==> config.mk <==
export PLATFORM = sky130hd
export DESIGN_NAME = dfrp_queue
export DESIGN_NICKNAME = d
export VERILOG_FILES = /design/src/dfrp_pkg.sv /design/src/dfrp_queue.sv
export SDC_FILE = /design/constraint.sdc
export NUM_CORES = 1
export LEC_CHECK = 0
export BUFFER_PORTS_ARGS = -buffer_cell sky130_fd_sc_hd__buf_2
export CAP_MARGIN = 0
export CORE_ASPECT_RATIO = 1.25
export CORE_UTILIZATION = 50
export CTS_CLUSTER_DIAMETER = 100
export DETAILED_ROUTE_END_ITERATION = 10
export PLACE_DENSITY = 0.81
export SETUP_SLACK_MARGIN = 0.05
export SKIP_CTS_REPAIR_TIMING = 1
export SKIP_LAST_GASP = 1
export SLEW_MARGIN = 20
export SYNTH_ARGS = -nofsm -noshare
export SYNTH_HDL_FRONTEND = slang
export SYNTH_SLANG_ARGS = --single-unit
==> constraint.sdc <==
create_clock -name clk -period 2.2 [get_ports clk]
set_input_delay 0.11 -clock clk [delete_from_list [all_inputs] [get_ports clk]]
set_output_delay 0.11 -clock clk [all_outputs]
set_load 0.01 [all_outputs]
==> src/dfrp_pkg.sv <==
package dfrp_pkg;

    // FIFO geometry and fixed-point format
    localparam int FIFO_DEPTH    = 2048;
    localparam int FRACTION_BITS = 12;
    localparam int ADDR_W        = $clog2(FIFO_DEPTH);
    localparam int POS_W         = ADDR_W + FRACTION_BITS;
    localparam int PEND_W        = POS_W + 1;

    // Step and rate arithmetic
    localparam int STEP_W        = 20;
    localparam int DAC_CLOCK_HZ  = 1000000;
    localparam int RATE_W        = $clog2(DAC_CLOCK_HZ + 1);
    localparam int DIV_W         = RATE_W + FRACTION_BITS;
    localparam int DIVR_W        = 17;

    localparam logic [STEP_W-1:0] STEP_MAX          = {STEP_W{1'b1}};
    localparam logic [DIVR_W-1:0] OUTPUT_RATE_RESET = 17'd22050;

    // Byte codes
    localparam logic [7:0] SILENCE     = 8'h80;
    localparam logic [7:0] READ_ONES   = 8'hFF;
    localparam logic [7:0] READ_ZERO   = 8'h00;
    localparam logic [7:0] ST_FULL     = 8'h08;
    localparam logic [7:0] ST_EMPTY    = 8'h04;
    localparam logic [7:0] ST_NEAR     = 8'h02;
    localparam logic [7:0] ST_IRQ      = 8'h01;
    localparam int         NEARLY_EMPTY_BYTES = 128;

    // Decoupling queue between front and back
    localparam int QUEUE_DEPTH = 2;
    localparam int QPTR_W      = $clog2(QUEUE_DEPTH);
    localparam int QCNT_W      = $clog2(QUEUE_DEPTH + 1);

    // Request kinds on the input channel
    localparam logic [1:0] REQ_WRITE = 2'd0;
    localparam logic [1:0] REQ_READ  = 2'd1;
    localparam logic [1:0] REQ_TICK  = 2'd2;

    // Register offsets
    localparam logic [2:0] OFF_DATA    = 3'd0;
    localparam logic [2:0] OFF_CMD     = 3'd2;
    localparam logic [2:0] OFF_DIVISOR = 3'd3;
    localparam logic [2:0] OFF_RESET   = 3'd4;
    localparam logic [2:0] OFF_SPARE_A = 3'd5;
    localparam logic [2:0] OFF_SPARE_B = 3'd6;

    typedef struct packed {
        logic [1:0] req_type;
        logic [2:0] port_offset;
        logic [7:0] write_data;
    } in_item_t;

    typedef struct packed {
        logic [7:0] read_data;
        logic [7:0] sample;
        logic       irq_level;
    } out_item_t;

    typedef enum logic [2:0] {
        OP_NOP,
        OP_DATA,
        OP_CMD,
        OP_DIV,
        OP_CLEAR,
        OP_READ,
        OP_TICK
    } op_kind_t;

    typedef enum logic [2:0] {
        RD_CMD,
        RD_STATUS,
        RD_DIVISOR,
        RD_ZERO,
        RD_ONES
    } rd_sel_t;

    typedef struct packed {
        op_kind_t   kind;
        rd_sel_t    rd_sel;
        logic [7:0] data;
    } op_t;

    typedef struct packed {
        logic              start;
        logic [DIV_W-1:0]  dividend;
        logic [DIVR_W-1:0] divisor;
    } div_req_t;

    typedef enum logic [2:0] {
        BK_CLEAR,
        BK_IDLE,
        BK_EXEC,
        BK_DIV1,
        BK_DIV2,
        BK_DIVFIN
    } back_state_t;

endpackage

==> src/dfrp_queue.sv <==
module dfrp_queue
    import dfrp_pkg::*;
(
    input  logic clk,
    input  logic rst_n,
    input  logic push,
    input  op_t  push_op,
    output logic full,
    input  logic pop,
    output logic head_valid,
    output op_t  head_op
);

    op_t              slot_reg [QUEUE_DEPTH];
    logic [QPTR_W-1:0] wr_ptr_reg;
    logic [QPTR_W-1:0] wr_ptr_next;
    logic [QPTR_W-1:0] rd_ptr_reg;
    logic [QPTR_W-1:0] rd_ptr_next;
    logic [QCNT_W-1:0] cnt_reg;
    logic [QCNT_W-1:0] cnt_next;
    logic              do_push;
    logic              do_pop;

    assign full       = (cnt_reg == QCNT_W'(QUEUE_DEPTH));
    assign head_valid = (cnt_reg != '0);
    assign head_op    = slot_reg[rd_ptr_reg];
    assign do_push    = push && !full;
    assign do_pop     = pop && head_valid;

    // Advance pointers and occupancy
    always_comb
    begin
        wr_ptr_next = do_push ? wr_ptr_reg + 1'b1 : wr_ptr_reg;
        rd_ptr_next = do_pop ? rd_ptr_reg + 1'b1 : rd_ptr_reg;
        cnt_next    = cnt_reg;
        if (do_push && !do_pop)
        begin
            cnt_next = cnt_reg + 1'b1;
        end
        else if (do_pop && !do_push)
        begin
            cnt_next = cnt_reg - 1'b1;
        end
    end

    always_ff @(posedge clk or negedge rst_n)
    begin
        if (!rst_n)
        begin
            wr_ptr_reg <= '0;
            rd_ptr_reg <= '0;
            cnt_reg    <= '0;
        end
        else
        begin
            wr_ptr_reg <= wr_ptr_next;
            rd_ptr_reg <= rd_ptr_next;
            cnt_reg    <= cnt_next;
        end
    end

    // Store the pushed item
    always_ff @(posedge clk)
    begin
        if (do_push)
        begin
            slot_reg[wr_ptr_reg] <= push_op;
        end
    end

endmodule

==> impl_metrics.tcl <==
set metrics [dict create \
    cp-end-kind "output pin" \
    critPathKind "register to output pin" \
    dpl.hpwl_um 1190 \
    hp-start "pop" \
    finish.utilization 0.688 \
    final_nets 137 \
    fin_crit_sh 0.784 \
    ios 34 \
    cts_tree "done" \
    drive_above_1_share 0.462 \
    synth_edf_count 28 \
    dp.cells 129 \
    pwr-share-comb 0.358 \
    synthArstFlopShare 0.125 \
    fin_tns_setup_ns 0 \
    die_y_um 58.2 \
    design.die.area_mm2 0.00273 \
    routed_wl_um 1890 \
    drc 0 \
    power_switching_mw 0.566 \
    syn_to_final_growth_pct 30.8 \
    detail_route.vias_per_cell 4.54 \
    antenna_found_initial 0 \
    clk_path_buf_depth 2 \
    sequentialPowerShare 0.487 \
    avgSynthCellArea_um2 20.1 \
    ys.flop_type "edfxtp_1" \
    synth-seq-cells 32 \
    yosysSeqAreaShare 0.745 \
    synth.most_common_cell "edfxtp_1" \
    worst_pin_slew_ns 0.663 \
    synth_common_cells "edfxtp_1 (28), mux2_4 (9), mux2_2 (5)" \
    max_cap_violations 0 \
    vias 690 \
    synth_cell_types 16 \
    cts-root-buf "clkbuf_4" \
    cp_max_fo 9 \
    die_w_um 47.0 \
    rsz0062_at_grt "false" \
    row_count 20 \
    grt_pass1_wl_um 2640 \
    cts_buffers 5 \
    p_int_mw 1.33 \
    maxSlewViolCount 0 \
    p_leak_nw 0.688 \
    pre_cts_slack_ns 0.669 \
    setup_violations 0 \
    wl_per_cell_um 12.4 \
    max-slew-margin-rel 0.558 \
    peakVddDrop_uv 736 \
    largest_register_ff_count 28 \
    status "complete, no violations" \
    coreArea_mm2 0.00240 \
    clkTransAtPathRegs_ns 0.09 \
    syn_nets 82 \
    grt_pass1_vias 614 \
    netlist_instances 63 \
    setup_ws_ns 0.474 \
    worstPathRequired_ns 2.09 \
    postRouteAntennaNets 0 \
    first_iter_violations 10 \
    min_path_type "primary input to register" \
    switching_share 0.298 \
    antennaDiodeCount 0 \
    pwr-share-clk 0.155 \
    synth.area.top_cells "edfxtp_1 (67%), mux2_4 (11%), dfrtp_1 (7.9%)" \
    synth_top_area_frac 0.665 \
    htree_levels 2 \
    fillCellCount 196 \
    grt_max_degree 15 \
    start_util 0.526 \
    startpoint "rd_ptr_reg$_DFFE_PN0P_" \
    grt_overflow_total 0 \
    clock.fmax_mhz 579 \
    ys_warn_count 0 \
    netlist_area_mm2 0.00126 \
    first_pass_iters 4 \
    min_path_cells 3 \
    clock-sinks 32 \
    fin_cells 152 \
    hold_viol_final 0 \
    crit_arrival_ns 1.62 \
    io_buffers 33 \
    min_period_ns 1.73 \
    r2r_cells 2 \
    synth_top_area_cell "edfxtp_1" \
    start_kind "register" \
    timing.rr.start "cnt_reg[0]$_DFFE_PN0P_" \
    clk_latency_ns 0.32 \
    grt.total_usage 0.152 \
    routabilityCongestion 0.569 \
    power_density_mw_per_mm2 1150 \
    fin_skew_ns 0.00444 \
]
[kinds of logic (layout without fill, tap and decap cells)]
family                   after synthesis  after routing  share of synthesized area
AND/OR/NAND/NOR                        7              7                     0.0287
adder cells (fa/ha/maj)                1              1                    0.00990
flip-flops                            32             32                      0.745
buffers and inverters                  4             60                     0.0307
XOR/XNOR                               5              5                     0.0347
multiplexers                          14             14                      0.151
[path summary, 6_finish.rpt]
kind | to | slack [ns]
worst max-delay path | head_op[4] | 0.47
max in group asynchronous | wr_ptr_reg$_DFFE_PN0P_ | 1.93
worst max register to register | slot_reg[1][9]$_DFFE_PP_ | 0.66
worst min-delay path | rd_ptr_reg$_DFFE_PN0P_ | 0.04
worst min register to register | cnt_reg[1]$_DFFE_PN0P_ | 0.50
min in group asynchronous | rd_ptr_reg$_DFFE_PN0P_ | 0.14
[final cells by class]
cell class	count	area, um^2	share of cell area
inverters	2	7.51	0.00454
well taps	33	41.3	0.0250
clock inverters	1	3.75	0.00227
flip-flops and latches	32	941	0.569
multi-input cells	27	284	0.172
clock buffers	7	45.0	0.0273
repair buffers	50	330	0.200
[worst max-delay path, cell delays in order (launching register included)]
cell and delay, ns:
dfrtp_1 0.59, buf_4 0.27, mux2_4 0.30, buf_2 0.14
[power by group through the flow]
stage / sequential (mW) / clock, mW / combinational, mW
after detailed placement: 0.942 / 0 / 0.667
after global routing: 0.945 / 0.333 / 0.741
after global placement: 0.932 / 0 / 0.650
after floorplan: 0.897 / 0 / 0.545
after CTS: 0.931 / 0.309 / 0.672
final: 0.926 / 0.294 / 0.680
[routing by layer]
layer,global-route usage,vias up,share of wire
met1,0.172,326,0.41
met3,0.0561,5,0.037
met4,0.122,0,0.027
met5,0,-,0
li1,-,341,-
met2,0.224,18,0.52
[layout by cell type (no fill, tap or decap)]
master / synthesis / layout
and3_1: 1 / 1
buf_2: 0 / 33
buf_4: 0 / 2
clkbuf_1: 0 / 2
clkbuf_4: 0 / 5
clkinv_1: 0 / 1
dfrtp_1: 4 / 4
dlygate4sd3_1: 0 / 15
edfxtp_1: 28 / 28
ha_1: 1 / 1
inv_1: 2 / 2
mux2_2: 5 / 5
mux2_4: 9 / 9
nand2_1: 1 / 1
nand2_2: 1 / 1
nand2b_1: 1 / 1
nor2_1: 2 / 2
or2_1: 1 / 1
xnor2_1: 3 / 3
xor2_1: 2 / 2
[through the flow]
step | cell area, um^2 | power [mW] | hold WS, ns
after global placement | 1450 | 1.58 | -0.0820
after floorplan | 1260 | 1.44 | -0.186
after CTS | 1500 | 1.91 | -0.429
after global routing | 1650 | 2.02 | 0.0367
after detailed placement | 1450 | 1.61 | -0.0756
final | 1650 | 1.90 | 0.0445
(Power assumes the default switching activity.)
