### src/dfrp_pkg.sv
package dfrp_pkg;

    // FIFO geometry and fixed-point format
    localparam int FIFO_DEPTH    = 2048;
    localparam int FRACTION_BITS = 12;
    localparam int ADDR_W        = $clog2(FIFO_DEPTH);
    localparam int POS_W         = ADDR_W + FRACTION_BITS;
    localparam int PEND_W        = POS_W + 1;

    // Step and rate arithmetic
    localparam int STEP_W        = 20;
    localparam int DAC_CLOCK_HZ  = 1000000;
    localparam int RATE_W        = $clog2(DAC_CLOCK_HZ + 1);
    localparam int DIV_W         = RATE_W + FRACTION_BITS;
    localparam int DIVR_W        = 17;

    localparam logic [STEP_W-1:0] STEP_MAX          = {STEP_W{1'b1}};
    localparam logic [DIVR_W-1:0] OUTPUT_RATE_RESET = 17'd22050;

    // Byte codes
    localparam logic [7:0] SILENCE     = 8'h80;
    localparam logic [7:0] READ_ONES   = 8'hFF;
    localparam logic [7:0] READ_ZERO   = 8'h00;
    localparam logic [7:0] ST_FULL     = 8'h08;
    localparam logic [7:0] ST_EMPTY    = 8'h04;
    localparam logic [7:0] ST_NEAR     = 8'h02;
    localparam logic [7:0] ST_IRQ      = 8'h01;
    localparam int         NEARLY_EMPTY_BYTES = 128;

    // Decoupling queue between front and back
    localparam int QUEUE_DEPTH = 2;
    localparam int QPTR_W      = $clog2(QUEUE_DEPTH);
    localparam int QCNT_W      = $clog2(QUEUE_DEPTH + 1);

    // Request kinds on the input channel
    localparam logic [1:0] REQ_WRITE = 2'd0;
    localparam logic [1:0] REQ_READ  = 2'd1;
    localparam logic [1:0] REQ_TICK  = 2'd2;

    // Register offsets
    localparam logic [2:0] OFF_DATA    = 3'd0;
    localparam logic [2:0] OFF_CMD     = 3'd2;
    localparam logic [2:0] OFF_DIVISOR = 3'd3;
    localparam logic [2:0] OFF_RESET   = 3'd4;
    localparam logic [2:0] OFF_SPARE_A = 3'd5;
    localparam logic [2:0] OFF_SPARE_B = 3'd6;

    typedef struct packed {
        logic [1:0] req_type;
        logic [2:0] port_offset;
        logic [7:0] write_data;
    } in_item_t;

    typedef struct packed {
        logic [7:0] read_data;
        logic [7:0] sample;
        logic       irq_level;
    } out_item_t;

    typedef enum logic [2:0] {
        OP_NOP,
        OP_DATA,
        OP_CMD,
        OP_DIV,
        OP_CLEAR,
        OP_READ,
        OP_TICK
    } op_kind_t;

    typedef enum logic [2:0] {
        RD_CMD,
        RD_STATUS,
        RD_DIVISOR,
        RD_ZERO,
        RD_ONES
    } rd_sel_t;

    typedef struct packed {
        op_kind_t   kind;
        rd_sel_t    rd_sel;
        logic [7:0] data;
    } op_t;

    typedef struct packed {
        logic              start;
        logic [DIV_W-1:0]  dividend;
        logic [DIVR_W-1:0] divisor;
    } div_req_t;

    typedef enum logic [2:0] {
        BK_CLEAR,
        BK_IDLE,
        BK_EXEC,
        BK_DIV1,
        BK_DIV2,
        BK_DIVFIN
    } back_state_t;

endpackage

### src/dfrp_front.sv
module dfrp_front
    import dfrp_pkg::*;
(
    input  logic     in_valid,
    output logic     in_ready,
    input  in_item_t in_item,
    input  logic     q_full,
    output logic     push,
    output op_t      push_op
);

    // Accept whenever the queue has room
    assign in_ready = !q_full;
    assign push     = in_valid && !q_full;

    // Classify the item into one back-end operation
    always_comb
    begin
        push_op.kind   = OP_NOP;
        push_op.rd_sel = RD_ONES;
        push_op.data   = in_item.write_data;
        case (in_item.req_type)
            REQ_WRITE:
            begin
                case (in_item.port_offset)
                    OFF_DATA:    push_op.kind = OP_DATA;
                    OFF_CMD:     push_op.kind = OP_CMD;
                    OFF_DIVISOR: push_op.kind = OP_DIV;
                    OFF_RESET:
                    begin
                        if (in_item.write_data == 8'd0)
                        begin
                            push_op.kind = OP_CLEAR;
                        end
                    end
                    default:     push_op.kind = OP_NOP;
                endcase
            end
            REQ_READ:
            begin
                push_op.kind = OP_READ;
                if (in_item.port_offset == OFF_DATA)
                begin
                    push_op.rd_sel = RD_CMD;
                end
                else if (in_item.port_offset == OFF_CMD)
                begin
                    push_op.rd_sel = RD_STATUS;
                end
                else if (in_item.port_offset == OFF_DIVISOR)
                begin
                    push_op.rd_sel = RD_DIVISOR;
                end
                else if (in_item.port_offset inside {OFF_SPARE_A, OFF_SPARE_B})
                begin
                    push_op.rd_sel = RD_ZERO;
                end
            end
            REQ_TICK: push_op.kind = OP_TICK;
            default:  push_op.kind = OP_NOP;
        endcase
    end

endmodule

### config.mk
export PLATFORM = sky130hd
export DESIGN_NAME = dfrp_front
export DESIGN_NICKNAME = d
export VERILOG_FILES = /design/src/dfrp_pkg.sv /design/src/dfrp_front.sv
export SDC_FILE = /design/constraint.sdc
export NUM_CORES = 1
export LEC_CHECK = 0
export ABC_AREA = 0
export BUFFER_PORTS_ARGS = -buffer_cell sky130_fd_sc_hd__buf_2
export CAP_MARGIN = 10
export CORE_AREA = 8 8 45 47
export DETAILED_ROUTE_END_ITERATION = 8
export DIE_AREA = 0 0 53 55
export SLEW_MARGIN = 25
export SYNTH_ARGS = -nofsm -noshare
export SYNTH_HDL_FRONTEND = slang
export SYNTH_SLANG_ARGS = --single-unit
### constraint.sdc
create_clock -name vclk -period 1.4
set_clock_uncertainty 0.1 [all_clocks]
set_input_delay 0.14 -clock vclk [all_inputs]
set_output_delay 0.14 -clock vclk [all_outputs]
set_load 0.005 [all_outputs]
==> results of run 1 <==
## synth_stat cells
| library cell | instances | share of area, % |
|---|---|---|
| sky130_fd_sc_hd__inv_1 | 3 | 4.6 |
| sky130_fd_sc_hd__nand3_1 | 3 | 6.2 |
| sky130_fd_sc_hd__a31oi_1 | 1 | 2.6 |
| sky130_fd_sc_hd__nor4b_1 | 2 | 7.2 |
| sky130_fd_sc_hd__o21ai_1 | 1 | 2.0 |
| sky130_fd_sc_hd__nand4_1 | 1 | 2.6 |
| sky130_fd_sc_hd__a21boi_2 | 1 | 4.6 |
| sky130_fd_sc_hd__ha_1 | 3 | 15 |
| sky130_fd_sc_hd__nor2b_1 | 2 | 5.1 |
| sky130_fd_sc_hd__nor4_1 | 1 | 2.6 |
| sky130_fd_sc_hd__a21boi_1 | 1 | 3.1 |
| sky130_fd_sc_hd__nand3b_1 | 1 | 3.1 |
| sky130_fd_sc_hd__nand2_1 | 1 | 1.5 |
| sky130_fd_sc_hd__xor2_1 | 1 | 3.6 |
| sky130_fd_sc_hd__nor2_1 | 1 | 1.5 |
| sky130_fd_sc_hd__o21ai_0 | 1 | 2.0 |
| sky130_fd_sc_hd__nand2b_1 | 3 | 7.7 |
| sky130_fd_sc_hd__buf_4 | 8 | 25 |
## per-stage QoR
step / utilization, % / setup slack (ns)
after CTS: 26.40 / 0.06929
after detailed placement: 25.95 / 0.005844
final: 27.22 / 0.1262
after floorplan: - / 0.3676
after global placement: 25.95 / -0.002938
after global routing: 27.22 / 0.01445
## worst paths after layout
kind / to / slack (ns) / from / cells past startpoint
max: push_op[13] / 0.13 / in_item[11] / 7
min: push_op[7] / 0.36 / in_item[7] / 2
## routing by layer
| layer | up-vias | share of wire, % | track usage, % |
|---|---|---|---|
| met2 | 21 | 43 | 10.35 |
| met1 | 131 | 46 | 6.335 |
| li1 | 159 | - | - |
| met5 | - | 0 | 0 |
| met4 | 0 | 0 | 0 |
| met3 | 0 | 12 | 1.604 |
## layout make-up
cell class                 instances  area share [%]
inverter                           3           2.990
multi-input combinational         24           50.50
tap                               16           5.316
timing repair buffer              31           41.20
## cell families (layout without fill, tap and decap cells)
family,Yosys count,after routing
AND/OR/NAND/NOR,15,15
adder cells (fa/ha/maj),3,3
AO/OA/AOI/OAI,5,5
buffers and inverters,11,34
XOR/XNOR,1,1
## what timing repair did
action                                  CTS  global route
resized for setup                         1             3
endpoints found under the hold margin     0             0
endpoints found under the setup margin    1             1
cloned                                    0             0
## layout by cell type (no fill, tap or decap), types with 2 or more instances in the layout
cell type	n
sky130_fd_sc_hd__nand2b_1	3
sky130_fd_sc_hd__nor2b_1	2
sky130_fd_sc_hd__buf_2	31
sky130_fd_sc_hd__nand3_1	3
sky130_fd_sc_hd__inv_1	2
sky130_fd_sc_hd__ha_1	2
## worst max-delay path: cells and delay by family
family                   cells  cell delay, ns
buffers and inverters        3            0.32
AND/OR/NAND/NOR              2            0.28
adder cells (fa/ha/maj)      1            0.18
AO/OA/AOI/OAI                1            0.11
## power by group
group          total [mW]  internal (mW)  switching (mW)
sequential              0              0               0
clock                   0              0               0
combinational      0.0965         0.0493          0.0473
total              0.0965         0.0493          0.0473
==> flow_metrics.tcl, run 1 <==
set metrics [dict create \
    outcome "completed" \
    rsz0062_at_grt "no" \
    power_per_cell_area_nw_per_um2 256.3 \
    floorplan.io_pins 31 \
    clockBufferCount 0 \
    syn_area_um2 244.0 \
    worst_path_most_repeated_cell "sky130_fd_sc_hd__buf_2" \
    synth_simple_gate_area_share_pct 37.44 \
    synth-compound-area-share_pct 14.36 \
    drc 0 \
    n_sequential_cell 0 \
    max_stage_delay_on_crit_path_ns 0.19 \
    antenna_violating_nets_post_route 0 \
    die_width_um 53 \
    finalSetupViolations 0 \
    regArea_um2 0 \
    worstHoldPathType "in -> out" \
    final_nets 78 \
    gr-total-overflow 0 \
    quantity_of_hold_fixing_buffers_added_after_cts 0 \
    routed_wl_um 852 \
    final-instance-count-excl-fill 74 \
    p_leak_nw 0.2039 \
    synth.area.mux_share_pct 0 \
    dr.pass1.iters 2 \
    core_area_um2 1384 \
    dominant_combinational_cell_family_by_area_after_synthesis "simple AND/OR/NAND/NOR gates" \
    cpMaxStageDelayCell "sky130_fd_sc_hd__nor4b_4" \
    drt_first_iter_violations 2 \
    fp-row-count 14 \
    portBuffers 31 \
    die_area_um2 2915 \
    synth.yosys.warnings 0 \
    antenna_found_initial 0 \
    cp_data_arrival_time_ns 1.03 \
    startpoint_type "input port" \
    grt_pass1_wl_um 1338 \
    grt_util_all_layers_pct 5.504 \
    post-layout-total-power_mw 0.09654 \
    setup_tns_ns 0 \
    grt_max_degree 9 \
    synthAdderAreaFrac_pct 15.38 \
    setup.worst_path.end_class "output pin" \
    required_time_of_the_critical_path_ns 1.16 \
    dpl_cell_area_um2 359.1 \
    postSynthCellCount 35 \
    max_clock_freq_ghz 0.7851 \
    timing.final.hold_violations 0 \
    layout.filler_cells 167 \
    die_h_um 55 \
    timing.critical_path.cells "buf_2 > inv_1 > ha_2 > nor4b_4 > a31oi_1 > nor2_1 > buf_2" \
    initial_utilization_pct 17.63 \
    routabilityCongestion 0.7298 \
    post_synth_num_cell_types 18 \
    vias 311 \
    route.detailed.wl_per_inst_um 11.51 \
    worstSetupPathType "in -> out" \
    number_of_global_route_vias_before_repair 348 \
    area_delta_synth_final_pct 54.36 \
    irDropWorstVdd_uv 85.12 \
    post_cts.repair.setup_buffers 0 \
    fin_crit_ns 1.274 \
    syn-mean-instance-area_um2 6.971 \
    postSynthNetCount 53 \
    max_cap_violations 0 \
    timing.final.max_slew_violations 0 \
    count_of_placed_standard_cells_including_taps 74 \
    final.period_utilization_pct 90.98 \
    worst-slew-pin-transition_ns 0.2747 \
    critPathMaxFanout 4 \
    slew-limit-headroom_pct 81.43 \
    area_occupied_by_multi_input_gates_um2 190.2 \
    hold_ws_ns 0.3631 \
    dpl.hpwl_um 776 \
    vias_per_cell 4.203 \
    insertedDiodeCount 0 \
    post_synth_xor_area_fraction_pct 3.590 \
    seq_area_frac_synth_pct 0 \
    final_cell_area_um2 376.6 \
    drive_gt1_share_pct 60.34 \
]
Note: power is estimated with default switching activity, not from simulation.
==> run 2: changes to the inputs <==
==> constraint.sdc (replaced) <==
create_clock -name vclk -period 1.45
set_clock_uncertainty 0.1 [all_clocks]
set_input_delay 0.145 -clock vclk [all_inputs]
set_output_delay 0.145 -clock vclk [all_outputs]
set_load 0.005 [all_outputs]
==> flow_metrics.tcl, run 2 (synthesized netlist as in run 1, its figures left out) <==
set metrics [dict create \
    gr-total-overflow 0 \
    pwr-share-comb_pct 100.0 \
    vias_per_cell 4.297 \
    setup.worst_path.end_class "output pin" \
    grt_pass1_wl_um 1304 \
    regArea_um2 0 \
    finalSetupViolations 0 \
    required_time_of_the_critical_path_ns 1.21 \
    floorplan.io_pins 31 \
    max_cap_violations 0 \
    clockBufferCount 0 \
    portBuffers 31 \
    route.detailed.wl_per_inst_um 10.89 \
    critical-path-top-delay-family "buffers and inverters" \
    routed_wl_um 806 \
    outcome "completed" \
    area_delta_synth_final_pct 49.74 \
    proportion_of_total_power_due_to_net_switching_pct 48.00 \
    n_sequential_cell 0 \
    power_per_cell_area_nw_per_um2 243.5 \
    grt_max_degree 9 \
    worst-slew-pin-transition_ns 0.2762 \
    drc 0 \
    final-instance-count-excl-fill 74 \
    timing.final.max_slew_violations 0 \
    vias 318 \
    core_area_um2 1384 \
    cpMaxStageDelayCell "sky130_fd_sc_hd__nor4b_2" \
    max_stage_delay_on_crit_path_ns 0.22 \
    grt_util_all_layers_pct 5.395 \
    critPathMaxFanout 4 \
    cp_data_arrival_time_ns 1.06 \
    die_h_um 55 \
    final_cell_mix "sky130_fd_sc_hd__buf_2 (31), sky130_fd_sc_hd__nand2b_1 (3), sky130_fd_sc_hd__inv_1 (3), sky130_fd_sc_hd__nand3_1 (3), sky130_fd_sc_hd__ha_1 (3)" \
    p_leak_nw 0.2026 \
    initial_utilization_pct 17.63 \
    drt_first_iter_violations 7 \
    timing.critical_path.cells "buf_2 > inv_1 > ha_1 > nor4b_2 > a31oi_1 > nor2_1 > buf_2" \
    final_nets 78 \
    die_area_um2 2915 \
    irDropWorstVdd_uv 74.08 \
    part_of_the_power_in_registers_pct 0 \
    rsz0062_at_grt "no" \
    antenna_violating_nets_post_route 0 \
    die_width_um 53 \
    count_of_placed_standard_cells_including_taps 74 \
    timing.critical_path.depth 7 \
    worst_path_most_repeated_cell "sky130_fd_sc_hd__buf_2" \
    setup_tns_ns 0 \
    routabilityCongestion 0.7160 \
    startpoint_type "input port" \
    drive_gt1_share_pct 56.90 \
    number_of_global_route_vias_before_repair 337 \
    worstSetupPathType "in -> out" \
    worst-path-buf-inv 3 \
    timing.final.hold_violations 0 \
    worst_hold_path.num_cells 2 \
    pwr-share-clk_pct 0 \
    worstHoldPathType "in -> out" \
    antenna_found_initial 0 \
    fp-row-count 14 \
    max_clock_freq_ghz 0.7689 \
    dpl.hpwl_um 749.8 \
    dr.pass1.iters 2 \
    layout.filler_cells 157 \
    fin_crit_ns 1.300 \
    internal-power_mw 0.04626 \
    slew-limit-headroom_pct 81.33 \
    net-switching-power_mw 0.04271 \
    final.period_utilization_pct 89.69 \
    insertedDiodeCount 0 \
    commonest_non_fill_non_tap_cell_in_the_layout "sky130_fd_sc_hd__buf_2" \
]
-- run 2: cell count changes in the layout (fill, tap and decap cells not counted) --
cell	change
sky130_fd_sc_hd__ha_1	+1
sky130_fd_sc_hd__ha_2	-1
sky130_fd_sc_hd__inv_1	+1
sky130_fd_sc_hd__inv_2	-1
sky130_fd_sc_hd__nor4b_2	+1
sky130_fd_sc_hd__nor4b_4	-1
-- run 2: power groups by stage --
| stage | registers [mW] | clock network [mW] | logic [mW] |
|---|---|---|---|
| after floorplan | 0 | 0 | 0.0480 |
| after global placement | 0 | 0 | 0.0888 |
| after detailed placement | 0 | 0 | 0.0905 |
| after CTS | 0 | 0 | 0.0907 |
| after global routing | 0 | 0 | 0.102 |
| final | 0 | 0 | 0.0890 |
-- run 2: layout make-up --
cell class         count  area (µm²)  area share [%]
well taps             16       20.02           5.479
inverters              3       11.26           3.082
repair buffers        31       155.1           42.47
multi-input cells     24       178.9           48.97
-- run 2: final timing paths --
check	startpoint	to	slack (ns)
hold / removal	in_item[7]	push_op[7]	0.37
setup / recovery	in_item[12]	push_op[13]	0.15
-- run 2: layer usage --
layer / global-route usage, % / vias to the layer above / wire, µm
li1: - / 160 / -
met1: 5.430 / 137 / 317
met2: 9.961 / 21 / 354
met3: 3.209 / 0 / 134
met4: 0 / 0 / 0
met5: 0 / - / 0
-- run 2: what timing repair did --
item,CTS,global route
gates resized for setup,0,1
endpoints found under the setup margin,0,1
hold buffers,0,0
setup buffers,0,0
-- run 2: per-stage QoR --
stage | hold WS, ns | area, µm² | total power [mW] | util (%) | setup slack [ns]
global route | 0.3859 | 365.4 | 0.1015 | 26.40 | 0.03503
CTS | 0.3774 | 359.1 | 0.09072 | 25.95 | 0.07440
global placement | 0.3753 | 359.1 | 0.08884 | 25.95 | 0.04820
floorplan | 0.2165 | 244.0 | 0.04798 | - | 0.4076
finish | 0.3741 | 365.4 | 0.08896 | 26.40 | 0.1495
detailed placement | 0.3769 | 359.1 | 0.09048 | 25.95 | 0.07918
